`src/hw/rtl/assert_macros.svh`:
```
// assertion macros used by the scheduler core
`ifndef ASSERT_MACROS_SVH
`define ASSERT_MACROS_SVH

// clocked check that is off while reset is asserted
`define CBRS_ASSERT(lbl, clk, rstn, prop, msg) \
    lbl: assert property (@(posedge clk) disable iff (!rstn) prop) else $error(msg);

// clocked check that also holds during reset
`define CBRS_ASSERT_ALWAYS(lbl, clk, prop, msg) \
    lbl: assert property (@(posedge clk) prop) else $error(msg);

`endif

```
`src/hw/rtl/cbrs_pkg.sv`:
```
// types and constants of the capped backoff retry scheduler
`timescale 1ns / 1ps

package cbrs_pkg;

    localparam int TIME_W    = 32;
    localparam int COUNT_W   = 16;
    localparam int ACTION_W  = 2;
    localparam int CFG_IDX_W = 2;

    localparam logic [TIME_W-1:0]  DEFAULT_FIRST_DELAY   = 32'd500;
    localparam logic [TIME_W-1:0]  DEFAULT_DELAY_CEILING = 32'd30000;
    localparam logic [TIME_W-1:0]  SIGN_LIMIT            = 32'h8000_0000;
    localparam logic [COUNT_W-1:0] COUNT_MAX             = 16'hFFFF;

    typedef enum logic [ACTION_W-1:0] {
        ACT_QUERY = 2'd0,
        ACT_FAIL  = 2'd1,
        ACT_RESET = 2'd2
    } action_t;

    typedef enum logic [CFG_IDX_W-1:0] {
        CFG_FIRST_DELAY   = 2'd0,
        CFG_DELAY_CEILING = 2'd1,
        CFG_ATTEMPT_LIMIT = 2'd2
    } cfg_index_t;

    typedef struct packed {
        logic [TIME_W-1:0]  first_delay;
        logic [TIME_W-1:0]  delay_ceiling;
        logic [COUNT_W-1:0] attempt_limit;
    } cfg_t;

    typedef struct packed {
        logic [TIME_W-1:0]  scheduled_time;
        logic [COUNT_W-1:0] attempts_made;
        logic               due;
        logic               exhausted;
    } result_t;

endpackage

```
`src/hw/rtl/cbrs_ifs.sv`:
```
// valid/ready channel interfaces of the retry scheduler
`timescale 1ns / 1ps

interface cbrs_in_if;
    logic                          valid;
    logic                          ready;
    logic [cbrs_pkg::ACTION_W-1:0] action;
    logic [cbrs_pkg::TIME_W-1:0]   now_ms;

    modport source (output valid, action, now_ms, input ready);
    modport sink (input valid, action, now_ms, output ready);
endinterface

interface cbrs_out_if;
    logic                         valid;
    logic                         ready;
    logic [cbrs_pkg::TIME_W-1:0]  scheduled_time;
    logic [cbrs_pkg::COUNT_W-1:0] attempts_made;
    logic                         due;
    logic                         exhausted;

    modport source (output valid, scheduled_time, attempts_made, due, exhausted, input ready);
    modport sink (input valid, scheduled_time, attempts_made, due, exhausted, output ready);
endinterface

interface cbrs_cfg_if;
    logic                           valid;
    logic                           ready;
    logic [cbrs_pkg::CFG_IDX_W-1:0] index;
    logic [cbrs_pkg::TIME_W-1:0]    data;

    modport source (output valid, index, data, input ready);
    modport sink (input valid, index, data, output ready);
endinterface

```
`src/hw/rtl/cbrs_cfg.sv`:
```
// configuration registers, stored as effective values with defaults applied
`timescale 1ns / 1ps

module cbrs_cfg (
    input  logic            clk,
    input  logic            rst_n,
    cbrs_cfg_if.sink        cfg,
    output cbrs_pkg::cfg_t  settings
);

    logic [cbrs_pkg::TIME_W-1:0]  first_delay_reg;
    logic [cbrs_pkg::TIME_W-1:0]  delay_ceiling_reg;
    logic [cbrs_pkg::COUNT_W-1:0] attempt_limit_reg;
    logic                         wr_fire;

    assign cfg.ready = 1'b1;
    assign wr_fire   = cfg.valid && cfg.ready;

    always_ff @(posedge clk or negedge rst_n)
    begin
        if (!rst_n)
        begin
            first_delay_reg   <= cbrs_pkg::DEFAULT_FIRST_DELAY;
            delay_ceiling_reg <= cbrs_pkg::DEFAULT_DELAY_CEILING;
            attempt_limit_reg <= '0;
        end
        else if (wr_fire)
        begin
            unique case (cfg.index)
                cbrs_pkg::CFG_FIRST_DELAY:
                begin
                    first_delay_reg <= (cfg.data == '0) ?
                        cbrs_pkg::DEFAULT_FIRST_DELAY : cfg.data;
                end
                cbrs_pkg::CFG_DELAY_CEILING:
                begin
                    delay_ceiling_reg <= (cfg.data == '0) ?
                        cbrs_pkg::DEFAULT_DELAY_CEILING : cfg.data;
                end
                cbrs_pkg::CFG_ATTEMPT_LIMIT:
                begin
                    attempt_limit_reg <= cfg.data[cbrs_pkg::COUNT_W-1:0];
                end
                default:
                begin
                end
            endcase
        end
    end

    assign settings.first_delay   = first_delay_reg;
    assign settings.delay_ceiling = delay_ceiling_reg;
    assign settings.attempt_limit = attempt_limit_reg;

endmodule

```
`src/hw/rtl/cbrs_engine.sv`:
```
// retry state and single-pass backoff update
`timescale 1ns / 1ps

module cbrs_engine (
    input  logic                          clk,
    input  logic                          rst_n,
    input  logic                          fire,
    input  logic [cbrs_pkg::ACTION_W-1:0] action,
    input  logic [cbrs_pkg::TIME_W-1:0]   now_ms,
    input  cbrs_pkg::cfg_t                settings,
    output cbrs_pkg::result_t             result
);

    logic [cbrs_pkg::COUNT_W-1:0] attempt_count_reg;
    logic [cbrs_pkg::COUNT_W-1:0] attempt_count_next;
    logic [cbrs_pkg::TIME_W-1:0]  current_delay_reg;
    logic [cbrs_pkg::TIME_W-1:0]  current_delay_next;
    logic [cbrs_pkg::TIME_W-1:0]  next_time_reg;
    logic [cbrs_pkg::TIME_W-1:0]  next_time_next;
    logic                         waiting_reg;
    logic                         waiting_next;

    logic [cbrs_pkg::TIME_W-1:0]  ceil_val;
    logic [cbrs_pkg::TIME_W-1:0]  first_pick;
    logic [cbrs_pkg::TIME_W-1:0]  doubled;
    logic [cbrs_pkg::TIME_W-1:0]  doubled_pick;
    logic [cbrs_pkg::TIME_W-1:0]  grown;
    logic [cbrs_pkg::TIME_W-1:0]  fail_delay;
    logic [cbrs_pkg::TIME_W-1:0]  fail_time;
    logic [cbrs_pkg::TIME_W-1:0]  query_diff;
    logic [cbrs_pkg::COUNT_W-1:0] count_inc;
    logic                         due_now;

    always_comb
    begin
        ceil_val     = settings.delay_ceiling;
        first_pick   = (settings.first_delay < ceil_val) ? settings.first_delay : ceil_val;
        doubled      = {current_delay_reg[cbrs_pkg::TIME_W-2:0], 1'b0};
        doubled_pick = (doubled < ceil_val) ? doubled : ceil_val;
        // doubling overflows once the top bit is set
        grown        = ((current_delay_reg >= ceil_val) ||
                        current_delay_reg[cbrs_pkg::TIME_W-1]) ? ceil_val : doubled_pick;
        fail_delay   = (attempt_count_reg == '0) ? first_pick : grown;
        fail_time    = now_ms + fail_delay;
        query_diff   = now_ms - next_time_reg;
        count_inc    = (attempt_count_reg == cbrs_pkg::COUNT_MAX) ?
                       attempt_count_reg : attempt_count_reg + 16'd1;

        attempt_count_next = attempt_count_reg;
        current_delay_next = current_delay_reg;
        next_time_next     = next_time_reg;
        waiting_next       = waiting_reg;
        due_now            = !waiting_reg || !query_diff[cbrs_pkg::TIME_W-1];

        unique case (action)
            cbrs_pkg::ACT_FAIL:
            begin
                attempt_count_next = count_inc;
                current_delay_next = fail_delay;
                next_time_next     = fail_time;
                waiting_next       = 1'b1;
                // now minus (now plus delay) is the negated delay
                due_now            = (fail_delay == '0) || (fail_delay > cbrs_pkg::SIGN_LIMIT);
            end
            cbrs_pkg::ACT_RESET:
            begin
                attempt_count_next = '0;
                next_time_next     = '0;
                waiting_next       = 1'b0;
                due_now            = 1'b1;
            end
            default:
            begin
            end
        endcase
    end

    always_ff @(posedge clk or negedge rst_n)
    begin
        if (!rst_n)
        begin
            attempt_count_reg <= '0;
            current_delay_reg <= '0;
            next_time_reg     <= '0;
            waiting_reg       <= 1'b0;
        end
        else if (fire)
        begin
            attempt_count_reg <= attempt_count_next;
            current_delay_reg <= current_delay_next;
            next_time_reg     <= next_time_next;
            waiting_reg       <= waiting_next;
        end
    end

    assign result.scheduled_time = next_time_next;
    assign result.attempts_made  = attempt_count_next;
    assign result.due            = due_now;
    assign result.exhausted      = (settings.attempt_limit != '0) &&
                                   (attempt_count_next >= settings.attempt_limit);

endmodule

```
`src/hw/rtl/capped_backoff_retry_scheduler_core.sv`:
```
// Capped exponential backoff retry scheduler: one transaction is accepted per clock
// cycle while the result register is free or being taken; each result passes the input
// register, then the result register, and a stalled result holds the input register;
// throughput is set by the state update loop (delay select and time add)
// in the engine. Configuration writes are always ready and take effect at once; no
// clearing pass follows reset.
`timescale 1ns / 1ps
`include "assert_macros.svh"

module capped_backoff_retry_scheduler_core (
    input  logic        clk,
    input  logic        rst_n,
    cbrs_in_if.sink     req,
    cbrs_out_if.source  rsp,
    cbrs_cfg_if.sink    cfg
);

    logic                          s1_valid_reg;
    logic [cbrs_pkg::ACTION_W-1:0] s1_action_reg;
    logic [cbrs_pkg::TIME_W-1:0]   s1_now_reg;
    logic                          out_valid_reg;
    cbrs_pkg::result_t             out_result_reg;
    cbrs_pkg::result_t             result;
    cbrs_pkg::cfg_t                settings;
    logic                          advance;

    cbrs_cfg u_cfg (
        .clk      (clk),
        .rst_n    (rst_n),
        .cfg      (cfg),
        .settings (settings)
    );

    cbrs_engine u_engine (
        .clk      (clk),
        .rst_n    (rst_n),
        .fire     (advance),
        .action   (s1_action_reg),
        .now_ms   (s1_now_reg),
        .settings (settings),
        .result   (result)
    );

    assign advance   = s1_valid_reg && (!out_valid_reg || rsp.ready);
    assign req.ready = !s1_valid_reg || advance;

    always_ff @(posedge clk or negedge rst_n)
    begin
        if (!rst_n)
        begin
            s1_valid_reg  <= 1'b0;
            out_valid_reg <= 1'b0;
        end
        else
        begin
            if (req.ready)
            begin
                s1_valid_reg <= req.valid;
            end
            if (advance)
            begin
                out_valid_reg <= 1'b1;
            end
            else if (rsp.ready)
            begin
                out_valid_reg <= 1'b0;
            end
        end
    end

    always_ff @(posedge clk)
    begin
        if (req.valid && req.ready)
        begin
            s1_action_reg <= req.action;
            s1_now_reg    <= req.now_ms;
        end
        if (advance)
        begin
            out_result_reg <= result;
        end
    end

    assign rsp.valid          = out_valid_reg;
    assign rsp.scheduled_time = out_result_reg.scheduled_time;
    assign rsp.attempts_made  = out_result_reg.attempts_made;
    assign rsp.due            = out_result_reg.due;
    assign rsp.exhausted      = out_result_reg.exhausted;

    // exhaustion needs a nonzero limit, so at least one failure
    `CBRS_ASSERT(a_exhausted_has_attempts, clk, rst_n,
        rsp.valid && rsp.exhausted |-> rsp.attempts_made != '0, "exhausted with no attempts")
    // no attempts means nothing is waiting
    `CBRS_ASSERT(a_idle_is_due, clk, rst_n,
        rsp.valid && rsp.attempts_made == '0 |-> rsp.due, "not due with no attempts")
    // a stalled result keeps the input stage full
    `CBRS_ASSERT(a_stall_holds_stage, clk, rst_n,
        s1_valid_reg && out_valid_reg && !rsp.ready |=> s1_valid_reg,
        "input stage lost under stall")
    `CBRS_ASSERT_ALWAYS(a_reset_empty, clk,
        !rst_n |=> !out_valid_reg && !s1_valid_reg, "pipeline not empty in reset")

endmodule

```
`src/flat_wrapper.sv`:
```
// flat-port wrapper written by rule: the top's interface ports become plain ports
module capped_backoff_retry_scheduler_core_flat 
  (clk, rst_n, req_valid, req_action, req_now_ms, req_ready, rsp_valid, rsp_scheduled_time, rsp_attempts_made, rsp_due, rsp_exhausted, rsp_ready, cfg_valid, cfg_index, cfg_data, cfg_ready);
  cbrs_in_if req_i ();
  cbrs_out_if rsp_i ();
  cbrs_cfg_if cfg_i ();
  input  logic clk;
  input  logic rst_n;
  input wire logic [$bits(req_i.valid)-1:0] req_valid;
  input wire logic [$bits(req_i.action)-1:0] req_action;
  input wire logic [$bits(req_i.now_ms)-1:0] req_now_ms;
  output wire logic [$bits(req_i.ready)-1:0] req_ready;
  output wire logic [$bits(rsp_i.valid)-1:0] rsp_valid;
  output wire logic [$bits(rsp_i.scheduled_time)-1:0] rsp_scheduled_time;
  output wire logic [$bits(rsp_i.attempts_made)-1:0] rsp_attempts_made;
  output wire logic [$bits(rsp_i.due)-1:0] rsp_due;
  output wire logic [$bits(rsp_i.exhausted)-1:0] rsp_exhausted;
  input wire logic [$bits(rsp_i.ready)-1:0] rsp_ready;
  input wire logic [$bits(cfg_i.valid)-1:0] cfg_valid;
  input wire logic [$bits(cfg_i.index)-1:0] cfg_index;
  input wire logic [$bits(cfg_i.data)-1:0] cfg_data;
  output wire logic [$bits(cfg_i.ready)-1:0] cfg_ready;
  assign req_i.valid = req_valid;
  assign req_i.action = req_action;
  assign req_i.now_ms = req_now_ms;
  assign req_ready = req_i.ready;
  assign rsp_valid = rsp_i.valid;
  assign rsp_scheduled_time = rsp_i.scheduled_time;
  assign rsp_attempts_made = rsp_i.attempts_made;
  assign rsp_due = rsp_i.due;
  assign rsp_exhausted = rsp_i.exhausted;
  assign rsp_i.ready = rsp_ready;
  assign cfg_i.valid = cfg_valid;
  assign cfg_i.index = cfg_index;
  assign cfg_i.data = cfg_data;
  assign cfg_ready = cfg_i.ready;
  capped_backoff_retry_scheduler_core u_core (.clk(clk), .rst_n(rst_n), .req(req_i), .rsp(rsp_i), .cfg(cfg_i));
endmodule
```
`config.mk`:
```
export PLATFORM = sky130hd
export DESIGN_NAME = capped_backoff_retry_scheduler_core_flat
export DESIGN_NICKNAME = d
export VERILOG_FILES = /design/src/hw/rtl/cbrs_pkg.sv /design/src/hw/rtl/cbrs_ifs.sv /design/src/hw/rtl/cbrs_cfg.sv /design/src/hw/rtl/cbrs_engine.sv /design/src/hw/rtl/capped_backoff_retry_scheduler_core.sv /design/src/flat_wrapper.sv
export VERILOG_INCLUDE_DIRS = /design/src /design/src/hw/rtl
export SDC_FILE = /design/constraint.sdc
export NUM_CORES = 1
export LEC_CHECK = 0
export BUFFER_PORTS_ARGS = -buffer_cell sky130_fd_sc_hd__buf_2
export CAP_MARGIN = 20
export CORE_ASPECT_RATIO = 1.75
export CORE_UTILIZATION = 45
export CTS_CLUSTER_SIZE = 40
export DETAILED_ROUTE_END_ITERATION = 6
export PLACE_DENSITY = 0.6
export SYNTH_ARGS = -nofsm -noshare
export SYNTH_HDL_FRONTEND = slang
export SYNTH_SLANG_ARGS = --single-unit
```
`constraint.sdc`:
```
create_clock -name clk -period 7.87 [get_ports clk]
set_clock_uncertainty 0.2 [all_clocks]
set_input_delay 0.3935 -clock clk [delete_from_list [all_inputs] [get_ports clk]]
set_output_delay 0.3935 -clock clk [all_outputs]
set_load 0.05 [all_outputs]
```
==> results.yml <==
drt:
  wirelength_um: 42800
  drt-wirelength-per-cell_um: 20.7
  drt-pass1-iter-count: 5
  drtIter0Drc: 646
  vias_per_cell: 5.70
  num_vias: 11800
  remaining_drc_errors: 0
  final_antenna_net_count: 0
die:
  fp-row-count: 88
  die_area_sq_um: 34100
  coreArea_sq_um: 32900
  die_w_um: 140
  start_util_pct: 45.5
  die_y_um: 243
  io_pins: 126
layout:
  fin_nets: 1904
  drive_gt1_share_pct: 16.5
  area_growth_syn_to_layout_pct: 17.0
  fill_cells: 2954
  mostFrequentLayoutCells: "182 x ha_1, 172 x nand2_1, 150 x dfrtp_1"
  antennaDiodeCount: 0
  final_common_cell: "ha_1"
logic_synthesis:
  synth_top_flop_cell: "dfrtp_1"
  async_flop_share_pct: 66.0
  synth_cell_types: 78
  avgSynthCellArea_sq_um: 10.2
  syn-num-nets: 1719
  synth_cells: 1463
  synth_area_sq_um: 15000
  seq_area_frac_synth_pct: 44.1
  synth-seq-cells: 247
  ys_warn_count: 0
  synth-edff-count: 84
placed_design:
  port_buffers: 124
  gp_congestion: 0.939
  post-place-ws_ns: 1.27
  place_hpwl_um: 31500
cts:
  clk_pin_slew_worst_paths_ns: 0.07
  root_buffer: "clkbuf_16"
  clock_latency_ns: 0.54
  cts_tree: "done"
  post_cts_buffers: 0
  htreeDepth: 1
  clock_sinks: 247
  clock_path_buffers: 3
  numCtsBuffers: 25
setup_path:
  worstPathRequired_ns: 7.94
  crit_chain: "inv_1, ha_1, nand2b_1, a2111o_1, a311oi_1, a21oi_1, nor4_4, nand2b_4, o22a_1, inv_1, ha_1, a21o_1, a21oi_1, o211ai_1, a221oi_1, a21oi_1, a31oi_1, o21ai_1, a41o_1, or3_1, a31oi_1, xor2_1, o21ai_0"
  path_class: "register to register"
  cp-startpoint: "u_core.u_engine.current_delay_reg[0]$_DFFE_PN0P_"
  cp_slowest_cell: "nand2b_4"
  cp_max_fo: 33
  critPathMaxStageDelay_ns: 0.50
  cpMostUsedCell: "a21oi_1"
  critPathCaptureType: "register"
  cp_data_arrival_time_ns: 6.73
  critPathTopFamily: "compound AO/OA/AOI/OAI gates"
  cp_num_buf_inv: 2
  start_kind: "register"
  r2r-start: "u_core.u_engine.current_delay_reg[0]$_DFFE_PN0P_"
job:
  max-cap-violations: 0
worst_hold_path:
  hp-class: "register to register"
  holdCritStartpoint: "u_core.u_engine.waiting_reg$_DFFE_PN0P_"
power:
  ir_worst_vdd_mv: 0.217
  p_leak_nw: 7.98
  powerDensity_nw_per_um2: 382
timing:
  max_clock_freq_ghz: 0.150
  finalHoldViolations: 0
  finalSetupTns_ns: 0
  grt_setup_unrepaired: "no"
  fin_crit_sh_pct: 84.7
  slew_headroom_pct: 28.3
  setup_viol: 0
  worst_slew_pin_slew_ns: 1.07
  drv_slew: 0
  fin_crit_ns: 6.66
  worst_slack_ns: 1.21
grt:
  grt.total_usage_pct: 25.5
  grt_max_degree: 96
  gr-total-overflow: 0
  grt_pass1_wl_um: 67100
  antenna_found_initial: 0
  grt_pass1_vias: 12300
status:
  status: "finished, final reports clean"
==> power by group <==
part | total, mW | internal, mW | switching, mW
clock network | 1.23 | 0.702 | 0.524
logic | 3.57 | 1.41 | 2.16
registers | 1.91 | 1.66 | 0.244
total | 6.71 | 3.78 | 2.93
==> Yosys cell counts (11+ instances only) <==
library cell,n,area (sq um)
a21o_1,46,345
nand2b_1,33,206
nor2_1,59,221
or2b_1,12,90.1
o221a_2,13,146
ha_1,182,2280
nand4_1,27,169
inv_1,117,439
dfstp_2,13,342
a22o_1,21,184
o22ai_1,17,106
dfrtp_1,150,3750
o221ai_1,20,175
xor2_1,17,149
nor4_1,16,100
mux2_2,48,541
edfxtp_1,84,2520
nor3_1,11,55.1
a21oi_1,72,360
nand3_1,16,80.1
xnor2_1,26,228
clkbuf_1,38,143
o21ai_0,109,546
nand2_1,172,646
==> tightest hold or removal path, stage by stage, from the launching register on <==
cell	delay, ns
dfrtp_1	0.35
nand2_1	0.05
o21ai_0	0.06
==> final timing paths <==
kind / slack [ns] / end / cells past startpoint
max in group asynchronous: 5.56 / u_core.u_cfg.first_delay_reg[24]$_DFFE_PN0P_ / 3
worst max register to register: 1.21 / u_core.rsp.scheduled_time[29]$_DFFE_PP_ / 23
worst min register to register: 0.29 / u_core.u_engine.waiting_reg$_DFFE_PN0P_ / 2
worst min-delay path: 0.29 / u_core.u_engine.waiting_reg$_DFFE_PN0P_ / 2
worst max-delay path: 1.21 / u_core.rsp.scheduled_time[29]$_DFFE_PP_ / 23
min in group asynchronous: 0.31 / u_core.u_engine.attempt_count_reg[6]$_DFFE_PN0P_ / 2
==> layer usage <==
layer  global-route usage, %  up-vias  part of all wire [%]
li1                        -     5696                     -
met1                    29.1     5758                    39
met2                    47.5      268                    53
met3                    2.38       89                   3.5
met4                    11.3        0                   4.2
met5                       0        -                     0
==> kinds of logic (layout without fill, tap and decap cells) <==
family,Yosys count,after routing,share of synthesized area [%]
simple gates,397,397,13.2
mux,49,49,3.67
fa+ha+maj,183,183,15.3
xor+xnor,43,43,2.51
flops,247,247,44.1
compound gates,375,375,16.6
other cells,1,1,0.0250
buf+inv,168,371,4.46
==> per-stage QoR <==
| step | util, % | instances | instance area [sq um] | total power [mW] | hold WS [ns] |
|---|---|---|---|---|---|
| global route | 53.3 | 2071 | 17500 | 7.18 | 0.311 |
| detailed placement | 48.6 | 1956 | 16000 | 5.45 | 0.284 |
| floorplan | - | 1463 | 15000 | 4.41 | -0.102 |
| global placement | 48.6 | 1956 | 16000 | 5.40 | 0.266 |
| CTS | 53.3 | 2071 | 17500 | 6.73 | 0.295 |
| finish | 53.3 | 2071 | 17500 | 6.71 | 0.292 |
==> cell type report <==
class / instances / area, sq um / area share [%]
multi-input cells: 1048 / 7710 / 44.0
flip-flops and latches: 247 / 6620 / 37.7
repair buffers: 209 / 1440 / 8.21
clock buffers: 31 / 668 / 3.81
well taps: 405 / 507 / 2.89
inverters: 117 / 439 / 2.50
clock inverters: 14 / 158 / 0.899
==> timing repair <==
item,CTS,global route
resized for setup,0,0
setup endpoints to repair,0,0
hold buffers,70,0
hold endpoints to repair,189,0
No activity file was read; power rests on OpenSTA's default activity.
